## src/sv/ots_pkg.sv

```systemverilog
// Shared types and codes for the one-shot timer table.
// Used by ots_cell and one_shot_timer_table_top; depends on nothing else.
package ots_pkg;

    localparam int TICK_W = 32;

    // operation codes on the input word
    localparam logic [1:0] OP_TICK   = 2'd0;
    localparam logic [1:0] OP_CREATE = 2'd1;
    localparam logic [1:0] OP_DELETE = 2'd2;

    // status codes on the result word
    localparam logic [2:0] STS_CREATED  = 3'd0;
    localparam logic [2:0] STS_REJECTED = 3'd1;
    localparam logic [2:0] STS_DELETED  = 3'd2;
    localparam logic [2:0] STS_NO_FIRE  = 3'd3;
    localparam logic [2:0] STS_FIRED    = 3'd4;

    // what a searching token looks for in a cell
    typedef enum logic {
        MODE_CREATE,
        MODE_FIRE
    } mode_t;

    // broadcast to every cell: deadline to store on create, current tick on fire
    typedef struct packed {
        mode_t              mode;
        logic [TICK_W-1:0]  value;
    } cmd_t;

endpackage

```

## src/sv/ots_cell.sv

```systemverilog
// One timer slot: active flag, deadline and a search token that moves to the next slot.
// Depends on ots_pkg.
module ots_cell
    import ots_pkg::*;
(
    input  logic aclk,
    input  logic aresetn,
    input  logic tok_in,
    input  logic clear,
    input  cmd_t cmd,
    output logic tok_out,
    output logic hit
);

    logic              token_reg;
    logic              active_reg;
    logic              active_next;
    logic [TICK_W-1:0] deadline_reg;
    logic              match;

    always_comb begin
        if (cmd.mode == MODE_CREATE) begin
            match = !active_reg;
        end else begin
            match = active_reg && (cmd.value >= deadline_reg);
        end
    end

    assign hit     = token_reg && match;
    assign tok_out = token_reg && !match;

    always_comb begin
        active_next = active_reg;
        if (hit) begin
            // claim on create, free on fire
            active_next = (cmd.mode == MODE_CREATE);
        end else if (clear) begin
            active_next = 1'b0;
        end
    end

    always_ff @(posedge aclk) begin
        if (!aresetn) begin
            token_reg  <= 1'b0;
            active_reg <= 1'b0;
        end else begin
            token_reg  <= tok_in;
            active_reg <= active_next;
        end
    end

    always_ff @(posedge aclk) begin
        if (hit && cmd.mode == MODE_CREATE) begin
            deadline_reg <= cmd.value;
        end
    end

endmodule

```

## src/sv/one_shot_timer_table_top.sv

```systemverilog
// Top level of the one-shot timer table: controller, tick counter and a chain of slot cells.
// Depends on ots_pkg and ots_cell.
//
// Each input word is one of tick, create or delete and gives exactly one result word.
// Create and tick launch a token at slot 0 that walks the chain one slot per cycle and
// stops at the first slot that matches (a free slot for create, an expired active slot
// for tick), and the result waits in S_HOLD once the token has matched or run off the end.
// Delete, a zero timeout and an unknown operation skip the walk and go straight to S_HOLD.
// A new word is accepted once the previous result has reached the output register, even
// while that result still waits for m_ready.
module one_shot_timer_table_top
    import ots_pkg::*;
#(
    parameter int NUM_SLOTS = 10
) (
    input  logic              aclk,
    input  logic              aresetn,
    input  logic              s_valid,
    output logic              s_ready,
    input  logic [1:0]        s_operation,
    input  logic [TICK_W-1:0] s_timeout,
    input  logic [3:0]        s_slot,
    output logic              m_valid,
    input  logic              m_ready,
    output logic [2:0]        m_status,
    output logic [3:0]        m_slot_index,
    output logic [TICK_W-1:0] m_tick_now
);

    localparam int IDX_W = (NUM_SLOTS > 1) ? $clog2(NUM_SLOTS) : 1;

    typedef enum logic [1:0] {
        S_IDLE,
        S_SCAN,
        S_HOLD
    } state_t;

    state_t            state_reg,  state_next;
    logic [TICK_W-1:0] tick_reg,   tick_next;
    cmd_t              cmd_reg,    cmd_next;
    logic [IDX_W-1:0]  pos_reg,    pos_next;
    logic [2:0]        res_status_reg, res_status_next;
    logic [3:0]        res_index_reg,  res_index_next;
    logic              m_valid_reg,    m_valid_next;
    logic [2:0]        m_status_reg,   m_status_next;
    logic [3:0]        m_index_reg,    m_index_next;
    logic [TICK_W-1:0] m_tick_reg,     m_tick_next;

    logic                 accept;
    logic                 launch;
    logic                 del_en;
    logic [NUM_SLOTS:0]   tok;
    logic [NUM_SLOTS-1:0] hits;
    logic                 hit_any;
    logic [IDX_W+3:0]     pos_wide;

    assign accept  = s_valid && s_ready;
    assign s_ready = (state_reg == S_IDLE);
    assign hit_any = |hits;
    assign pos_wide = {4'b0000, pos_reg};
    assign del_en  = accept && (s_operation == OP_DELETE);
    assign tok[0]  = launch;

    genvar gi;
    generate
        for (gi = 0; gi < NUM_SLOTS; gi++) begin : g_cell
            ots_cell u_cell (
                .aclk    (aclk),
                .aresetn (aresetn),
                .tok_in  (tok[gi]),
                .clear   (del_en && (32'(s_slot) == 32'(gi))),
                .cmd     (cmd_reg),
                .tok_out (tok[gi+1]),
                .hit     (hits[gi])
            );
        end
    endgenerate

    always_comb begin
        state_next      = state_reg;
        tick_next       = tick_reg;
        cmd_next        = cmd_reg;
        pos_next        = pos_reg;
        res_status_next = res_status_reg;
        res_index_next  = res_index_reg;
        m_valid_next    = m_valid_reg;
        m_status_next   = m_status_reg;
        m_index_next    = m_index_reg;
        m_tick_next     = m_tick_reg;
        launch          = 1'b0;

        if (m_valid_reg && m_ready) begin
            m_valid_next = 1'b0;
        end

        unique case (state_reg)
            S_IDLE: begin
                if (accept) begin
                    res_index_next = 4'd0;
                    pos_next       = '0;
                    unique case (s_operation)
                        OP_TICK: begin
                            tick_next      = tick_reg + 1'b1;
                            cmd_next.mode  = MODE_FIRE;
                            cmd_next.value = tick_reg + 1'b1;
                            launch         = 1'b1;
                            state_next     = S_SCAN;
                        end
                        OP_CREATE: begin
                            cmd_next.mode  = MODE_CREATE;
                            cmd_next.value = tick_reg + s_timeout;
                            if (s_timeout != '0) begin
                                launch     = 1'b1;
                                state_next = S_SCAN;
                            end else begin
                                res_status_next = STS_REJECTED;
                                state_next      = S_HOLD;
                            end
                        end
                        OP_DELETE: begin
                            res_status_next = STS_DELETED;
                            state_next      = S_HOLD;
                        end
                        default: begin
                            res_status_next = STS_REJECTED;
                            state_next      = S_HOLD;
                        end
                    endcase
                end
            end
            S_SCAN: begin
                pos_next = pos_reg + 1'b1;
                if (hit_any) begin
                    res_status_next = (cmd_reg.mode == MODE_CREATE) ? STS_CREATED : STS_FIRED;
                    res_index_next  = pos_wide[3:0];
                    state_next      = S_HOLD;
                end else if (tok[NUM_SLOTS]) begin
                    // token ran off the end: table full or nothing expired
                    res_status_next = (cmd_reg.mode == MODE_CREATE) ? STS_REJECTED : STS_NO_FIRE;
                    res_index_next  = 4'd0;
                    state_next      = S_HOLD;
                end
            end
            S_HOLD: begin
                if (!m_valid_reg || m_ready) begin
                    m_valid_next  = 1'b1;
                    m_status_next = res_status_reg;
                    m_index_next  = res_index_reg;
                    m_tick_next   = tick_reg;
                    state_next    = S_IDLE;
                end
            end
            default: begin
                state_next = S_IDLE;
            end
        endcase
    end

    always_ff @(posedge aclk) begin
        if (!aresetn) begin
            state_reg   <= S_IDLE;
            tick_reg    <= '0;
            m_valid_reg <= 1'b0;
        end else begin
            state_reg   <= state_next;
            tick_reg    <= tick_next;
            m_valid_reg <= m_valid_next;
        end
        cmd_reg        <= cmd_next;
        pos_reg        <= pos_next;
        res_status_reg <= res_status_next;
        res_index_reg  <= res_index_next;
        m_status_reg   <= m_status_next;
        m_index_reg    <= m_index_next;
        m_tick_reg     <= m_tick_next;
    end

    assign m_valid      = m_valid_reg;
    assign m_status     = m_status_reg;
    assign m_slot_index = m_index_reg;
    assign m_tick_now   = m_tick_reg;

endmodule
```

## config.mk

```make
export PLATFORM = sky130hd
export DESIGN_NAME = one_shot_timer_table_top
export DESIGN_NICKNAME = d
export VERILOG_FILES = /design/src/sv/ots_pkg.sv /design/src/sv/ots_cell.sv /design/src/sv/one_shot_timer_table_top.sv
export SDC_FILE = /design/constraint.sdc
export NUM_CORES = 1
export LEC_CHECK = 0
export BUFFER_PORTS_ARGS = -buffer_cell sky130_fd_sc_hd__buf_2
export CAP_MARGIN = 30
export CORE_MARGIN = 2
export CORE_UTILIZATION = 43
export CTS_CLUSTER_DIAMETER = 120
export DETAILED_ROUTE_END_ITERATION = 16
export SETUP_SLACK_MARGIN = 0.2
export SLEW_MARGIN = 0
export SYNTH_ARGS = -nofsm -noshare
export SYNTH_HDL_FRONTEND = slang
export SYNTH_SLANG_ARGS = --single-unit
```

## constraint.sdc

```tcl
create_clock -name aclk -period 12.5 [get_ports aclk]
set_clock_uncertainty 0.2 [all_clocks]
set_input_delay 3.125 -clock aclk [delete_from_list [all_inputs] [get_ports aclk]]
set_output_delay 3.125 -clock aclk [all_outputs]
set_load 0.1 [all_outputs]
```

==> qor.csv <==
metric;value;unit
met2 WL;27.57;mm
area fraction of the dominant cell type after synthesis;48.10;%
I/O pin count;83;
asr flop ratio synth;0;%
initial antenna violation count;1;
CTS sink count;458;
Synth warnings;0;
area of the multi-input gates;0.01066;sq mm
DR DRC count;0;
Die Y;245.9;microns
synth-to-layout area growth;13.19;%
Routability Congestion;0.8186;
CTS tree;built;
leading cell types by count after synthesis;edfxtp_1, ha_1, inv_1, a21o_1, a21oi_1;
maximum vdd drop;0.00008914;V
maximum clock frequency;173.7;MHz
final setup vio count;0;
relative slew slack;32.76;%
Switching Fraction;23.74;%
Max Slew Vio Count;0;
Critical Path Source Type;input pin;
critical path class;input pin to register;
setup repair after global routing missed its margin;no;
Final period util;46.05;%
crit-path max cell delay;0.44;ns
Worst Path Required;12.63;ns
Vias/cell;5.312;
mapped cell area;0.02516;sq mm
cts bufs inserted;51;
hpwl dp;39.23;mm
DR top layer;met4;
design internal power;0.002621;W
Cells after Synth;2159;
syn_area_per_cell;11.65;sq um
vias in the first global route;17089;
share of layout cells above drive strength 1;10.28;%
setup TNS;0;ns
DR vias;16563;
Tightest Pin Transition;1.006;ns
number of nets in the layout;2713;
hold crit path type;register to register;
Logic pwr share;8.7;%
Psw;0.0008157;W
Leak Pwr;12.67;nW
row count;88;
Largest register FFs;320;
cell mode on critical path;o21a_1;
Post-CTS Hold Buffers;0;
wire per inst;18.18;microns
EDFF count, synth;403;
worst setup margin;6.744;ns
Hold Slack;0.2275;ns
clk buf depth;3;
Post-CTS Setup Bufs;0;
total area of sequential cells;0.01320;sq mm
Max-cap violations;0;
number of buffer cells added on primary ports;82;
first-pass GRT wire length;91.33;mm
fin util;49.26;%
CTS resizes;0;
die width;245.9;microns
total core area;0.05781;sq mm
slowest stage cell, crit path;a2111oi_2;
H-Tree Level Count;2;
post-synth cell types;70;
Period minus WS final;5.756;ns
DIE AREA;0.06046;sq mm
most frequent cell after synthesis;edfxtp_1;
Synth area leader;edfxtp_1;
clock group share of total power;42.0;%
first-pass detailed-route iteration total;7;
fillers;5142;
diode count;0;
WL final;56.67;mm
part of the power in registers;49.3;%
Yosys reg bits;458;
Root Driver;clkbuf_16;
total track usage;19.21;%
pin count of the biggest net entering global routing;55;
Initial Utilization;43.52;%
Worst Setup End Kind;register;
Synth area leaders;edfxtp_1, ha_1, inv_1;
Power per Cell Area;120.7;mW/mm^2
worst skew pair latency;0.59;ns
run status;completed;
first-iteration detailed-routing DRC count;868;
worst slack, placed;6.102;ns
Overflow after GRT;0;
final count of hold timing violations;0;
worst path arrival time;5.88;ns
Final ANT Viol Nets;0;
post-synthesis sequential area ratio;52.48;%
DR WL met3;2.136;mm
critical path peak fanout;4;
CP cell instances;buf_2 > ha_1 > inv_1 > fa_1 > nor2b_1 > o21a_1 > o21a_1 > o2111a_1 > a2111oi_2 > o31ai_1 > o31a_1 > a21oi_1 > xor2_1 > o21ai_1;
routed metal-1 wirelength;25.41;mm
Mapped Nets;2555;
ys flop type;edfxtp_1;
CTS clk-pin slew, worst paths;0.06;ns
## layout by cell type, fill, tap and decap left out, drive strengths merged, types with 45 or more instances in the layout
master,n
a21oi,118
o21ai,83
edfxtp,403
inv,336
a21o,150
clkbuf,69
dfxtp,55
buf,131
nor2,78
nand4,79
xnor2,45
nand2,86
ha,353
## critical path, delay by kind of cell
family / cells / cell delay, ns
AO/OA/AOI/OAI: 8 / 1.94
adder cells (fa/ha/maj): 2 / 0.42
buffers and inverters: 2 / 0.19
XOR/XNOR: 1 / 0.16
AND/OR/NAND/NOR: 1 / 0.06
## kinds of logic (layout without fill, tap and decap cells)
family,Yosys count,after routing,synth area share [%]
flip-flops,458,458,52.48
XOR/XNOR,73,73,2.541
adder cells (fa/ha/maj),354,354,17.64
multiplexers,4,4,0.1592
AND/OR/NAND/NOR,431,431,9.265
AO/OA/AOI/OAI,477,477,12.50
buffers and inverters,362,556,5.421
## stage by stage
stage,cells,total power (W),instance area [sq um]
floorplan,2159,0.001929,25160
global placement,3024,0.002016,26820
detailed placement,3027,0.002025,26850
CTS,3116,0.003475,28440
global route,3118,0.003563,28480
finish,3118,0.003437,28480
## routing by layer
layer / GRT usage (%) / vias up
met3: 3.187 / 95
met5: 0 / -
met1: 24.35 / 8042
met2: 33.64 / 255
met4: 5.561 / 0
li1: - / 8171
## power groups by stage
stage	clock [W]	combinational (W)	sequential [W]
2_1_floorplan	0	0.000131	0.00180
3_3_place_gp	0	0.000290	0.00173
3_5_place_dp	0	0.000299	0.00173
4_1_cts	0.00148	0.000302	0.00169
5_1_grt	0.00154	0.000332	0.00170
6_report	0.00144	0.000299	0.00169
## layout make-up
cell class / count / area share, %
Clock inverter: 20 / 0.5272
Multi-Input combinational cell: 1339 / 37.42
Timing Repair Buffer: 131 / 2.821
Inverter: 336 / 4.429
Tap cell: 765 / 3.361
Sequential cell: 458 / 46.36
Clock buffer: 69 / 5.079
## path summary, 6_finish.rpt
check | slack [ns] | end | from | cells after the start
hold reg to reg | 0.23 | m_slot_index[0] | res_index_reg[0] | 0
setup reg to reg | 7.52 | res_index_reg[2] | cmd_reg[0] | 12
hold / removal | 0.23 | m_slot_index[0] | res_index_reg[0] | 0
setup / recovery | 6.74 | cmd_reg[26] | s_timeout[0] | 14
Power figures use the tool's default switching activity.
